<file path="src/design/rrss_pkg.sv">
// Package for the round-robin slot scheduler.
// Holds operation and slot status codes and the controller/datapath link types.
// No dependencies.
package rrss_pkg;

  localparam int SLOT_COUNT_DEF = 16;

  localparam logic [1:0] OP_CREATE   = 2'd0;
  localparam logic [1:0] OP_CHOOSE   = 2'd1;
  localparam logic [1:0] OP_ACTIVATE = 2'd2;

  localparam logic [1:0] ST_EMPTY  = 2'd0;
  localparam logic [1:0] ST_READY  = 2'd1;
  localparam logic [1:0] ST_ACTIVE = 2'd2;

  typedef struct packed {
    logic load;
    logic scan;
    logic finish;
  } ctrl_cmd_t;

  typedef struct packed {
    logic hit;
    logic last;
  } ctrl_stat_t;

endpackage

</file>
<file path="src/design/rrss_ctrl.sv">
// Controller state machine of the round-robin slot scheduler.
// Sequences load, scan and finish steps of the datapath; depends on rrss_pkg.
module rrss_ctrl (
  input  logic               clk,
  input  logic               rst,
  input  logic               start,
  input  logic [1:0]         op,
  input  rrss_pkg::ctrl_stat_t stat,
  output rrss_pkg::ctrl_cmd_t  cmd,
  output logic               busy
);
  import rrss_pkg::*;

  typedef enum logic [2:0] {
    S_IDLE   = 3'b001,
    S_SCAN   = 3'b010,
    S_FINISH = 3'b100
  } state_t;

  state_t state;
  state_t state_next;
  logic   accept;

  assign accept = start && (state == S_IDLE);
  assign busy   = (state != S_IDLE);

  always_comb begin
    state_next = state;
    case (state)
      S_IDLE: begin
        if (start) begin
          if (op == OP_CREATE || op == OP_CHOOSE) begin
            state_next = S_SCAN;
          end else begin
            state_next = S_FINISH;
          end
        end
      end
      S_SCAN: begin
        if (stat.hit || stat.last) begin
          state_next = S_FINISH;
        end
      end
      S_FINISH: begin
        state_next = S_IDLE;
      end
      default: begin
        state_next = S_IDLE;
      end
    endcase
  end

  always_ff @(posedge clk) begin
    if (rst) begin
      state <= S_IDLE;
    end else begin
      state <= state_next;
    end
  end

  assign cmd.load   = accept;
  assign cmd.scan   = (state == S_SCAN);
  assign cmd.finish = (state == S_FINISH);

  a_accept_busy: assert property (@(posedge clk) disable iff (rst)
    start && !busy |=> busy)
    else $error("accepted word did not make the block busy");

  a_scan_exit: assert property (@(posedge clk) disable iff (rst)
    (state == S_SCAN) && (stat.hit || stat.last) |=> (state == S_FINISH))
    else $error("scan did not end on hit or last slot");

  a_finish_once: assert property (@(posedge clk) disable iff (rst)
    (state == S_FINISH) |=> (state == S_IDLE))
    else $error("finish step lasted more than one cycle");

endmodule

</file>
<file path="src/design/rrss_dpath.sv">
// Datapath of the round-robin slot scheduler: slot table, active register,
// scan counter and result registers. Depends on rrss_pkg.
module rrss_dpath #(
  parameter int SLOT_COUNT = rrss_pkg::SLOT_COUNT_DEF
) (
  input  logic                 clk,
  input  logic                 rst,
  input  rrss_pkg::ctrl_cmd_t  cmd,
  input  logic [1:0]           op,
  input  logic [3:0]           target_slot,
  input  logic                 target_none,
  output rrss_pkg::ctrl_stat_t stat,
  output logic                 done,
  output logic [3:0]           slot_index,
  output logic                 slot_valid
);
  import rrss_pkg::*;

  localparam int IDX_W = $clog2(SLOT_COUNT);
  localparam int CNT_W = $clog2(SLOT_COUNT + 1);
  localparam logic [IDX_W-1:0] LAST_IDX = IDX_W'(SLOT_COUNT - 1);
  localparam logic [CNT_W-1:0] CNT_ALL  = CNT_W'(SLOT_COUNT);
  localparam logic [CNT_W-1:0] CNT_REST = CNT_W'(SLOT_COUNT - 1);
  localparam logic [CNT_W-1:0] CNT_ONE  = CNT_W'(1);
  localparam logic [6:0]       COUNT7   = 7'(SLOT_COUNT);

  logic [1:0]       status [SLOT_COUNT];
  logic [IDX_W-1:0] active_idx;
  logic             active_present;

  logic [1:0]       op_q;
  logic [3:0]       target_q;
  logic             none_q;
  logic [IDX_W-1:0] scan_idx;
  logic [CNT_W-1:0] scan_left;
  logic             found;
  logic [IDX_W-1:0] found_idx;

  logic             match;
  logic [IDX_W-1:0] next_idx;
  logic [IDX_W-1:0] after_active;
  logic [IDX_W+3:0] tgt_ext;
  logic [IDX_W-1:0] tgt_idx;
  logic             tgt_ok;
  logic             same;
  logic             res_valid;
  logic [IDX_W-1:0] res_idx;
  logic [IDX_W+3:0] res_ext;
  logic [SLOT_COUNT-1:0] is_active;

  assign next_idx     = (scan_idx == LAST_IDX) ? '0 : scan_idx + 1'b1;
  assign after_active = (active_idx == LAST_IDX) ? '0 : active_idx + 1'b1;

  always_comb begin
    if (op_q == OP_CREATE) begin
      match = (status[scan_idx] == ST_EMPTY);
    end else begin
      match = (status[scan_idx] == ST_READY);
    end
  end

  assign stat.hit  = match;
  assign stat.last = (scan_left == CNT_ONE);

  assign tgt_ext = {{IDX_W{1'b0}}, target_q};
  assign tgt_idx = tgt_ext[IDX_W-1:0];
  assign tgt_ok  = ({3'b000, target_q} < COUNT7);

  always_comb begin
    if (none_q) begin
      same = !active_present;
    end else begin
      same = active_present && (active_idx == tgt_idx);
    end
  end

  always_comb begin
    res_valid = 1'b0;
    res_idx   = '0;
    case (op_q)
      OP_CREATE: begin
        res_valid = found;
        res_idx   = found_idx;
      end
      OP_CHOOSE: begin
        if (found) begin
          res_valid = 1'b1;
          res_idx   = found_idx;
        end else begin
          res_valid = active_present;
          res_idx   = active_idx;
        end
      end
      OP_ACTIVATE: begin
        if (!none_q && !tgt_ok) begin
          res_valid = active_present;
          res_idx   = active_idx;
        end else if (none_q) begin
          res_valid = 1'b0;
        end else begin
          res_valid = 1'b1;
          res_idx   = tgt_idx;
        end
      end
      default: begin
        res_valid = 1'b0;
      end
    endcase
  end

  assign res_ext = {4'b0000, res_idx};

  always_ff @(posedge clk) begin
    if (cmd.load) begin
      op_q     <= op;
      target_q <= target_slot;
      none_q   <= target_none;
      if (op == OP_CHOOSE && active_present) begin
        scan_idx  <= after_active;
        scan_left <= CNT_REST;
      end else begin
        scan_idx  <= '0;
        scan_left <= CNT_ALL;
      end
    end else if (cmd.scan) begin
      scan_idx  <= next_idx;
      scan_left <= scan_left - 1'b1;
    end
    if (cmd.scan && match) begin
      found_idx <= scan_idx;
    end
    if (cmd.finish) begin
      slot_valid <= res_valid;
      slot_index <= res_valid ? res_ext[3:0] : 4'd0;
    end
  end

  always_ff @(posedge clk) begin
    if (rst) begin
      for (int i = 0; i < SLOT_COUNT; i++) begin
        status[i] <= ST_EMPTY;
      end
      active_idx     <= '0;
      active_present <= 1'b0;
      found          <= 1'b0;
      done           <= 1'b0;
    end else begin
      done <= cmd.finish;
      if (cmd.load) begin
        found <= 1'b0;
      end else if (cmd.scan && match) begin
        found <= 1'b1;
      end
      if (cmd.finish) begin
        if (op_q == OP_CREATE && found) begin
          status[found_idx] <= ST_READY;
        end
        if (op_q == OP_ACTIVATE && (none_q || tgt_ok) && !same) begin
          if (active_present) begin
            status[active_idx] <= ST_READY;
          end
          if (none_q) begin
            active_present <= 1'b0;
            active_idx     <= '0;
          end else begin
            status[tgt_idx] <= ST_ACTIVE;
            active_present  <= 1'b1;
            active_idx      <= tgt_idx;
          end
        end
      end
    end
  end

  always_comb begin
    for (int i = 0; i < SLOT_COUNT; i++) begin
      is_active[i] = (status[i] == ST_ACTIVE);
    end
  end

  a_one_active: assert property (@(posedge clk) disable iff (rst)
    $countones(is_active) <= 1)
    else $error("more than one slot is active");

  a_active_marked: assert property (@(posedge clk) disable iff (rst)
    active_present |-> (status[active_idx] == ST_ACTIVE))
    else $error("active register names a slot not marked active");

  a_invalid_zero: assert property (@(posedge clk) disable iff (rst)
    done && !slot_valid |-> (slot_index == 4'd0))
    else $error("invalid result word carries a nonzero index");

endmodule

</file>
<file path="src/design/round_robin_slot_scheduler.sv">
// Round-robin slot scheduler: create, choose and activate over a slot table.
// Create and choose scan one slot per cycle, and hold busy through the scan and
// the finish step; at most SLOT_COUNT slots are tested. Activate and the
// unused code hold busy for the finish step only. done pulses for one cycle as busy
// falls and carries the result word. Synchronous reset empties every
// slot and clears the active register; the block is ready the cycle after reset.
module round_robin_slot_scheduler #(
  parameter int SLOT_COUNT = rrss_pkg::SLOT_COUNT_DEF
) (
  input  logic       clk,
  input  logic       rst,
  input  logic       start,
  output logic       busy,
  input  logic [1:0] op,
  input  logic [3:0] target_slot,
  input  logic       target_none,
  output logic       done,
  output logic [3:0] slot_index,
  output logic       slot_valid
);
  import rrss_pkg::*;

  ctrl_cmd_t  cmd;
  ctrl_stat_t stat;

  rrss_ctrl u_ctrl (
    .clk   (clk),
    .rst   (rst),
    .start (start),
    .op    (op),
    .stat  (stat),
    .cmd   (cmd),
    .busy  (busy)
  );

  rrss_dpath #(
    .SLOT_COUNT (SLOT_COUNT)
  ) u_dpath (
    .clk         (clk),
    .rst         (rst),
    .cmd         (cmd),
    .op          (op),
    .target_slot (target_slot),
    .target_none (target_none),
    .stat        (stat),
    .done        (done),
    .slot_index  (slot_index),
    .slot_valid  (slot_valid)
  );

endmodule

</file>
<file path="config.mk">
export PLATFORM = sky130hd
export DESIGN_NAME = round_robin_slot_scheduler
export DESIGN_NICKNAME = d
export VERILOG_FILES = /design/src/design/rrss_pkg.sv /design/src/design/rrss_ctrl.sv /design/src/design/rrss_dpath.sv /design/src/design/round_robin_slot_scheduler.sv
export SDC_FILE = /design/constraint.sdc
export NUM_CORES = 1
export LEC_CHECK = 0
export BUFFER_PORTS_ARGS = -buffer_cell sky130_fd_sc_hd__buf_2
export CAP_MARGIN = 25
export CELL_PAD_IN_SITES_DETAIL_PLACEMENT = 2
export CELL_PAD_IN_SITES_GLOBAL_PLACEMENT = 2
export CORE_MARGIN = 4
export CORE_UTILIZATION = 35
export DETAILED_ROUTE_END_ITERATION = 10
export GPL_TIMING_DRIVEN = 0
export PLACE_DENSITY_LB_ADDON = 0.08
export SLEW_MARGIN = 10
export SYNTH_ARGS = -nofsm -noshare
export SYNTH_HDL_FRONTEND = slang
export SYNTH_SLANG_ARGS = --single-unit
</file>
<file path="constraint.sdc">
create_clock -name clk -period 6.8 [get_ports clk]
set_clock_uncertainty 0.2 [all_clocks]
set_input_delay 0.68 -clock clk [delete_from_list [all_inputs] [get_ports clk]]
set_output_delay 0.68 -clock clk [all_outputs]
set_load 0.1 [all_outputs]
</file>
Yosys cells after proc, flatten, opt, wreduce, memory -nomap -nowiden
Memory sizes are Yosys's and may differ from the RTL's. A register that Yosys moved wholly into a read port is not among the register bits.
Cells that the tools add are included.

word-level totals
  register bits after elaboration = 35
  memory bits (writable) = 32
  bits of input ports = 10
  memories kept = 1

memories
  name            words  bits a word  rd ports  clocked after memory_dff  write ports  line              RTL
  u_dpath.status  16     2            1         1                         16           rrss_dpath.sv:27  logic [1:0] status [SLOT_COUNT];

operators by class
  $add $sub $neg = 3
  eq/ne operators = 14
  mux-type cells = 45
  reduce and logical (&&, ||, !) cells = 20

operators with widths
  cell                                               count
  two-way mux 4 bit                                  11
  two-way mux 1 bit                                  22
  two-way mux 5 bit                                  3
  one-hot mux 4 bit (3 select lines)                 1
  two-way mux 3 bit                                  3
  adder 4 x 1 -> 4 bit (second input constant)       2
  == test 4 bit (second input constant)              2
  OR reduction 2 bit                                 4
  == test 2 x 1 -> 1 bit (second input constant)     3
  logical AND 1 bit                                  6
  zero test 2 bit                                    3
  two-way mux 2 bit                                  3
  one-hot mux 3 bit (2 select lines)                 1
  == test 5 x 1 -> 1 bit (second input constant)     1
  subtractor 5 x 1 -> 5 bit (second input constant)  1
  == test 4 bit                                      1
  != test 2 bit (second input constant)              2
  AND reduction 2 bit                                2
  == test 3 x 1 -> 1 bit (second input constant)     1
  == test 3 x 2 -> 1 bit (second input constant)     1
  == test 3 bit (second input constant)              1
  != test 3 x 1 -> 1 bit (second input constant)     1
  one-hot mux 1 bit (3 select lines)                 1
  == test 2 bit (second input constant)              1
  other kinds (3)                                    5

Depth between registers and ports, before layout
Gate-level depths: netlist of the first run.

  word-level depth = 11
  depth in mapped cells = 8

Modules after synthesis
A second synthesis of the first run with hierarchy kept.

unflattened totals
  cells, all modules = 358
  area, all modules = 3658.5 um2

by module, submodules not included
  module      instances  cells an instance  area an instance (um2)  seq. area each (um2)
  rrss_dpath  1          341                3507.1                  1611.5
  rrss_ctrl   1          17                 151.4                   60.1

Worst setup path after synthesis of the first run
Ideal clock, no wire load.

  path kind = register to register
  start point = register with a tool-made name
  end point = register u_dpath.found_idx[0], enable pin
  data arrival time = 1.872 ns
  required time = 6.261 ns
  path slack = 4.389 ns
  stages on the path, launching flop included = 6
  buffers on the path = 1
  period minus slack after synthesis = 2.411 ns
  cell sequence = dfxtp_1 -> buf_6 -> mux4_1 -> mux4_2 -> xnor2_2 -> nor3_2

RTL lines
  item                  line               RTL
  to (signal assigned)  rrss_dpath.sv:130  found_idx <= scan_idx;
  to (decl)             rrss_dpath.sv:37   logic [IDX_W-1:0] found_idx;

==> impl_metrics.json, run 1 <==
{
  "synth.area.top_cells": "dfxtp_1, edfxtp_1, a32o_1, a21oi_1, mux4_2",
  "fin_ws_ns": 4.04,
  "grt_pass1_vias": 3441,
  "finalNonFillerCells": 548,
  "worst_pin_slew_ns": 0.997,
  "yosysUniqueCellTypes": 61,
  "min_from": "u_dpath.status[2][0]",
  "postCtsResizedCells": 0,
  "slew_headroom_pct": 31.8,
  "postRouteAntennaNets": 0,
  "arrival_ns": 2.57,
  "critPathRequiredTime_ns": 6.61,
  "syn_inst": 377,
  "post_cts_buffers": 0,
  "maxSlewViolCount": 0,
  "drt_iter0_markers": 155,
  "leakagePower_nw": 1.62,
  "status": "complete, no violations",
  "fin_nets": 421,
  "grt_pass1_wl_mm": 20.3,
  "start_util_pct": 36.6,
  "synth.most_common_cell": "dfxtp_1",
  "clk_pin_slew_worst_paths_ns": 0.08,
  "fin_crit_ns": 2.76,
  "rrSetupSlack_ns": 4.04,
  "synth-xor-area-share_pct": 2.47,
  "async_flop_share_pct": 0,
  "drtPass1Iterations": 4,
  "drv_cap": 0,
  "clk_latency_ns": 0.35,
  "path_max_fanout": 5,
  "synth_top_area_cell": "dfxtp_1",
  "synthAdderAreaFrac_pct": 1.30,
  "gr-max-usage-layer": "met2",
  "hpwlAfterDp_mm": 9.40,
  "holdPathEnd": "u_dpath.status[2][0]",
  "holdCritPathClass": "reg2reg",
  "wl_per_cell_um": 22.9,
  "cts_made_buffers": 9,
  "use_met3_pct": 3.96,
  "ios": 17,
  "synth_compound_area_share_pct": 21.8,
  "power_density_nw_per_um2": 208,
  "grt_overflow_total": 0,
  "placementRows": 37,
  "setup-violations-final": 0,
  "r2r-end": "u_dpath.found_idx[2]",
  "core-area_sq_um": 10500,
  "synth_commonest_cells": "dfxtp_1, a21oi_1, nand2_1",
  "place_inst": 529,
  "clockBufferDepth": 2,
  "synth_fp_nets": 391,
  "area_growth_pct": 11.0,
  "finalPower_uw": 888,
  "die_area_sq_um": 12700,
  "ys_seq_area_share_pct": 43.5,
  "wl_mm": 12.5,
  "netlist.area_leader.share_pct": 24.0,
  "antenna_cells": 0,
  "clkSinkCount": 71,
  "use_met1_pct": 28.6,
  "layout-drive-gt1-share_pct": 17.0,
  "die_y_um": 113,
  "syn_avg_cell_area_sq_um": 10.2,
  "critPathKind": "reg2reg",
  "muxShareOfSynthArea_pct": 8.53,
  "rsz0062_at_grt": "no",
  "hold-worst-slack_ns": 0.261,
  "yosys_warnings": 0,
  "pre_cts_ws_ns": 3.77,
  "syn_area_sq_um": 3840,
  "synth_top_family_by_area": "compound AO/OA/AOI/OAI gates",
  "fin_tns_setup_ns": 0,
  "rr_worst_depth": 4,
  "cts_tree": "yes",
  "fmax_mhz": 362,
  "min_path_cells": 2,
  "die_width_um": 113,
  "antenna_found_initial": 0,
  "gp_congestion": 0.783,
  "hold_buffers": 0,
  "grt_use_met2_pct": 33.8,
  "cts-root-buf": "clkbuf_8",
  "hold_viol_final": 0,
  "port_buffers": 16,
  "grt_max_degree": 15,
  "vias": 3244,
  "min_period_over_period_pct": 40.6,
  "viasPerCell": 5.92,
  "start_kind": "flip-flop",
  "ys.flop_type": "dfxtp_1",
  "vdd_ir_drop_max_v": 0.000123,
  "drc": 0,
  "yosys.area_share.simple_pct": 17.9,
  "track_usage_pct": 20.6,
  "synth-edff-count": 25,
  "endpoint_kind": "flip-flop",
  "cts-htree-levels": 3,
  "synth-seq-cells": 71
}
==> cell type report <==
| cell class | instances | area, sq um |
|---|---|---|
| well taps | 136 | 170 |
| fillers | 1122 | 6240 |
| repair buffers | 19 | 95.1 |
| multi-input cells | 268 | 2000 |
| inverters | 14 | 52.6 |
| plain buffers | 24 | 118 |
| clock buffers | 12 | 135 |
| clock inverters | 4 | 23.8 |
| flip-flops and latches | 71 | 1670 |
==> worst max path at each step <==
stage | start | endpoint | slack [ns] | cells past startpoint
finish | flip-flop | u_dpath.found_idx[2] | 4.04 | 4
global route | flip-flop | u_dpath.found_idx[2] | 3.92 | 4
CTS | u_dpath.op_q[0] | u_dpath.status[12][0] | 4.00 | 8
detailed placement | rst | u_dpath.status[3][0] | 3.77 | 7
global placement | rst | u_dpath.status[3][0] | 3.80 | 7
floorplan | flip-flop | u_dpath.found_idx[0] | 4.39 | 5
==> flip-flops by register name (all words and copies together), names as in the netlist, 2 cells and up, named ones only <==
register / flops
u_dpath.scan_left: 5
u_dpath.scan_idx: 4
u_dpath.target_q: 4
u_ctrl.state: 3
u_dpath.status: 32
u_dpath.found_idx: 4
u_dpath.active_idx: 4
u_dpath.slot_index: 4
u_dpath.op_q: 2
==> power breakdown <==
group          total, mW  internal, mW  switching (mW)
sequential         0.483         0.462          0.0201
clock              0.292         0.132           0.160
combinational      0.113        0.0424          0.0707
==> per-stage QoR <==
stage / area (sq um) / utilization (%)
detailed placement: 4090 / 38.9
global route: 4270 / 40.6
global placement: 4090 / 38.9
floorplan: 3840 / -
CTS: 4250 / 40.5
finish: 4270 / 40.6
==> kinds of logic after synthesis <==
family / after synthesis
muxes: 18
buffers and inverters: 38
adders and majority gates: 4
xor gates and xnor gates: 10
and+or+nand+nor: 121
AOI/OAI and AO/OA: 115
DFF: 71
==> layer usage <==
layer	share of wire [%]	wire length, um
met5	0	0
met4	0.52	65
met3	3.7	470
met2	49	6100
met1	47	5910
==> layout by cell type (no fill, tap or decap), types with 14 or more instances in the layout <==
cell type and instances:
dfxtp_1 46, inv_1 14, edfxtp_1 25, nor2_1 15
nand3_1 14, a21oi_1 29, nand2_1 26, a32o_1 17
buf_2 28, nor2b_1 17
==> critical path, cell delays in order, from the launching register on <==
cell	delay, ns
dfxtp_1	0.31
clkbuf_1	0.40
mux4_2	0.61
mux4_2	0.56
nor3_2	0.34
Note: power is estimated with default switching activity, not from simulation.
==> run 2: changes to the inputs <==
==> constraint.sdc (replaced) <==
create_clock -name clk -period 2.54 [get_ports clk]
set_clock_uncertainty 0.2 [all_clocks]
set_input_delay 0.254 -clock clk [delete_from_list [all_inputs] [get_ports clk]]
set_output_delay 0.254 -clock clk [all_outputs]
set_load 0.1 [all_outputs]
==> impl_metrics.json, run 2 (same netlist as run 1, synthesis figures left out) <==
{
  "ios": 17,
  "hold-worst-slack_ns": 0.0204,
  "place_area_sq_um": 4090,
  "grt_max_degree": 15,
  "grt_pass1_vias": 3510,
  "multi_input_area_sq_um": 2060,
  "drc": 0,
  "hold_viol_final": 0,
  "rsz0062_at_grt": "yes",
  "holdPathEnd": "u_ctrl.state[2]",
  "min_from": "start",
  "setup-violations-final": 1,
  "clkSinkCount": 71,
  "max_stage_delay_ns": 0.79,
  "reg.largest.list": "u_dpath.status x32, u_dpath.scan_left x5",
  "holdCritPathClass": "in2reg",
  "finalNonFillerCells": 560,
  "rr_worst_depth": 7,
  "core-area_sq_um": 10500,
  "drt_iter0_markers": 174,
  "cts-root-buf": "clkbuf_8",
  "start_util_pct": 36.6,
  "cp_cell_sequence": "buf_2 > nor2b_1 > buf_2 > nand4b_1 > a2111oi_1 > a31o_2 > a21oi_1",
  "grt_overflow_total": 0,
  "largest_reg_flops": 32,
  "drtPass1Iterations": 4,
  "die_y_um": 113,
  "fin_crit_ns": 2.59,
  "clk_latency_ns": 0.35,
  "cts_made_buffers": 9,
  "worst_pin_slew_ns": 0.764,
  "critPathRequiredTime_ns": 2.57,
  "grt_pass1_wl_mm": 20.5,
  "cts_tree": "yes",
  "final_cell_area_sq_um": 4470,
  "port_buffers": 16,
  "largest_register": "u_dpath.status",
  "fmax_mhz": 386,
  "worstReg2RegStart": "u_dpath.op_q[0]",
  "hpwlAfterDp_mm": 9.40,
  "final_common_cell": "dfxtp_1",
  "wl_per_cell_um": 22.9,
  "cts-htree-levels": 3,
  "cp_slowest_cell": "a2111oi_1",
  "maxSlewViolCount": 0,
  "path_max_fanout": 10,
  "gp_congestion": 0.783,
  "r2r-end": "u_dpath.status[3][0]",
  "die_area_sq_um": 12700,
  "slew_headroom_pct": 48.9,
  "power_density_nw_per_um2": 541,
  "rrSetupSlack_ns": -0.05,
  "clk_pin_slew_worst_paths_ns": 0.08,
  "place_inst": 529,
  "viasPerCell": 5.95,
  "area_growth_pct": 16.2,
  "vias": 3332,
  "placementRows": 37,
  "ff_latch_area_sq_um": 1680,
  "min_path_cells": 2,
  "wl_mm": 12.8,
  "fin_nets": 433,
  "status": "finished, violations left",
  "min_period_over_period_pct": 102,
  "fillers": 1097,
  "layout-drive-gt1-share_pct": 20.8,
  "die_width_um": 113,
  "track_usage_pct": 20.8,
  "arrival_ns": 2.62,
  "critPathMostFrequentCell": "buf_2",
  "violations": "negative setup slack",
  "leakagePower_nw": 1.66,
  "antenna_found_initial": 0,
  "vdd_ir_drop_max_v": 0.000331,
  "endpoint_kind": "flip-flop",
  "start_kind": "flip-flop",
  "clockBufferDepth": 2,
  "critPathKind": "reg2reg",
  "drv_cap": 0,
  "antenna_cells": 0,
  "fin_ws_ns": -0.0490,
  "final_cell_mix": "dfxtp_1, a21oi_1, nand2_1",
  "postRouteAntennaNets": 0
}
[run 2: cell types whose count changed in the layout (fill, tap and decap cells not counted), moves of 3 or more]
cell / previous run / this run
mux4_2: 6 / 9
dlygate4sd3_1: 0 / 7
a31oi_1: 6 / 3
dfxtp_1: 46 / 43
buf_4: 0 / 7
mux4_1: 4 / 1
buf_2: 28 / 25
[run 2: critical path: cells and delay by family (launching register included)]
kind	cells	cell delay [ns]
AOI/OAI and AO/OA	3	1.03
buffers and inverters	2	0.45
and+or+nand+nor	2	0.43
DFF	1	0.35
[run 2: worst max-delay path by stage]
stage,startpoint,to,slack [ns]
floorplan,flip-flop,u_dpath.found_idx[0],0.13
CTS,u_dpath.target_q[1],u_dpath.status[1][0],-0.0008
global route,u_dpath.op_q[0],u_dpath.status[3][0],-0.12
detailed placement,u_dpath.op_q[0],u_dpath.status[12][0],-0.24
finish,u_dpath.op_q[0],u_dpath.status[3][0],-0.05
global placement,flip-flop,u_dpath.found_idx[3],-0.20
[run 2: cell type report]
| class | count | share of cell area [%] |
|---|---|---|
| buffer | 23 | 2.63 |
| clock buffer | 12 | 3.03 |
| clock inverter | 4 | 0.532 |
| inverter | 14 | 1.18 |
| multi-input combinational | 268 | 46.2 |
| sequential | 71 | 37.6 |
| tap | 136 | 3.81 |
| timing repair buffer | 32 | 5.10 |
[run 2: report_power, final]
group | leakage, nW | total [mW] | switching [mW] | internal [mW]
clock network | 0.0807 | 0.786 | 0.433 | 0.353
registers | 0.608 | 1.30 | 0.0633 | 1.24
logic | 0.971 | 0.325 | 0.192 | 0.134
total | 1.66 | 2.42 | 0.688 | 1.73
[run 2: through the flow]
step | setup slack [ns] | util (%) | power, mW | setup TNS [ns]
final | -0.0490 | 42.5 | 2.42 | -0.0490
after CTS | -0.000792 | 41.5 | 2.43 | -0.000792
after global placement | -0.203 | 38.9 | 1.61 | -1.45
after floorplan | 0.129 | - | 1.52 | 0
after detailed placement | -0.243 | 38.9 | 1.62 | -2.78
after global routing | -0.118 | 42.5 | 2.54 | -0.215
[run 2: what timing repair did]
action,in CTS,in global routing
endpoints found under the setup margin,21,32
resized for setup,9,12
hold buffers,7,0
pin swaps,2,3
hold endpoints to repair,7,0
buffers inserted,1,7
[run 2: layer usage]
layer	track usage, %	wire length [um]
met5	0	0
met4	3.85	95
met3	3.96	656
met2	34.6	6300
met1	28.7	5760
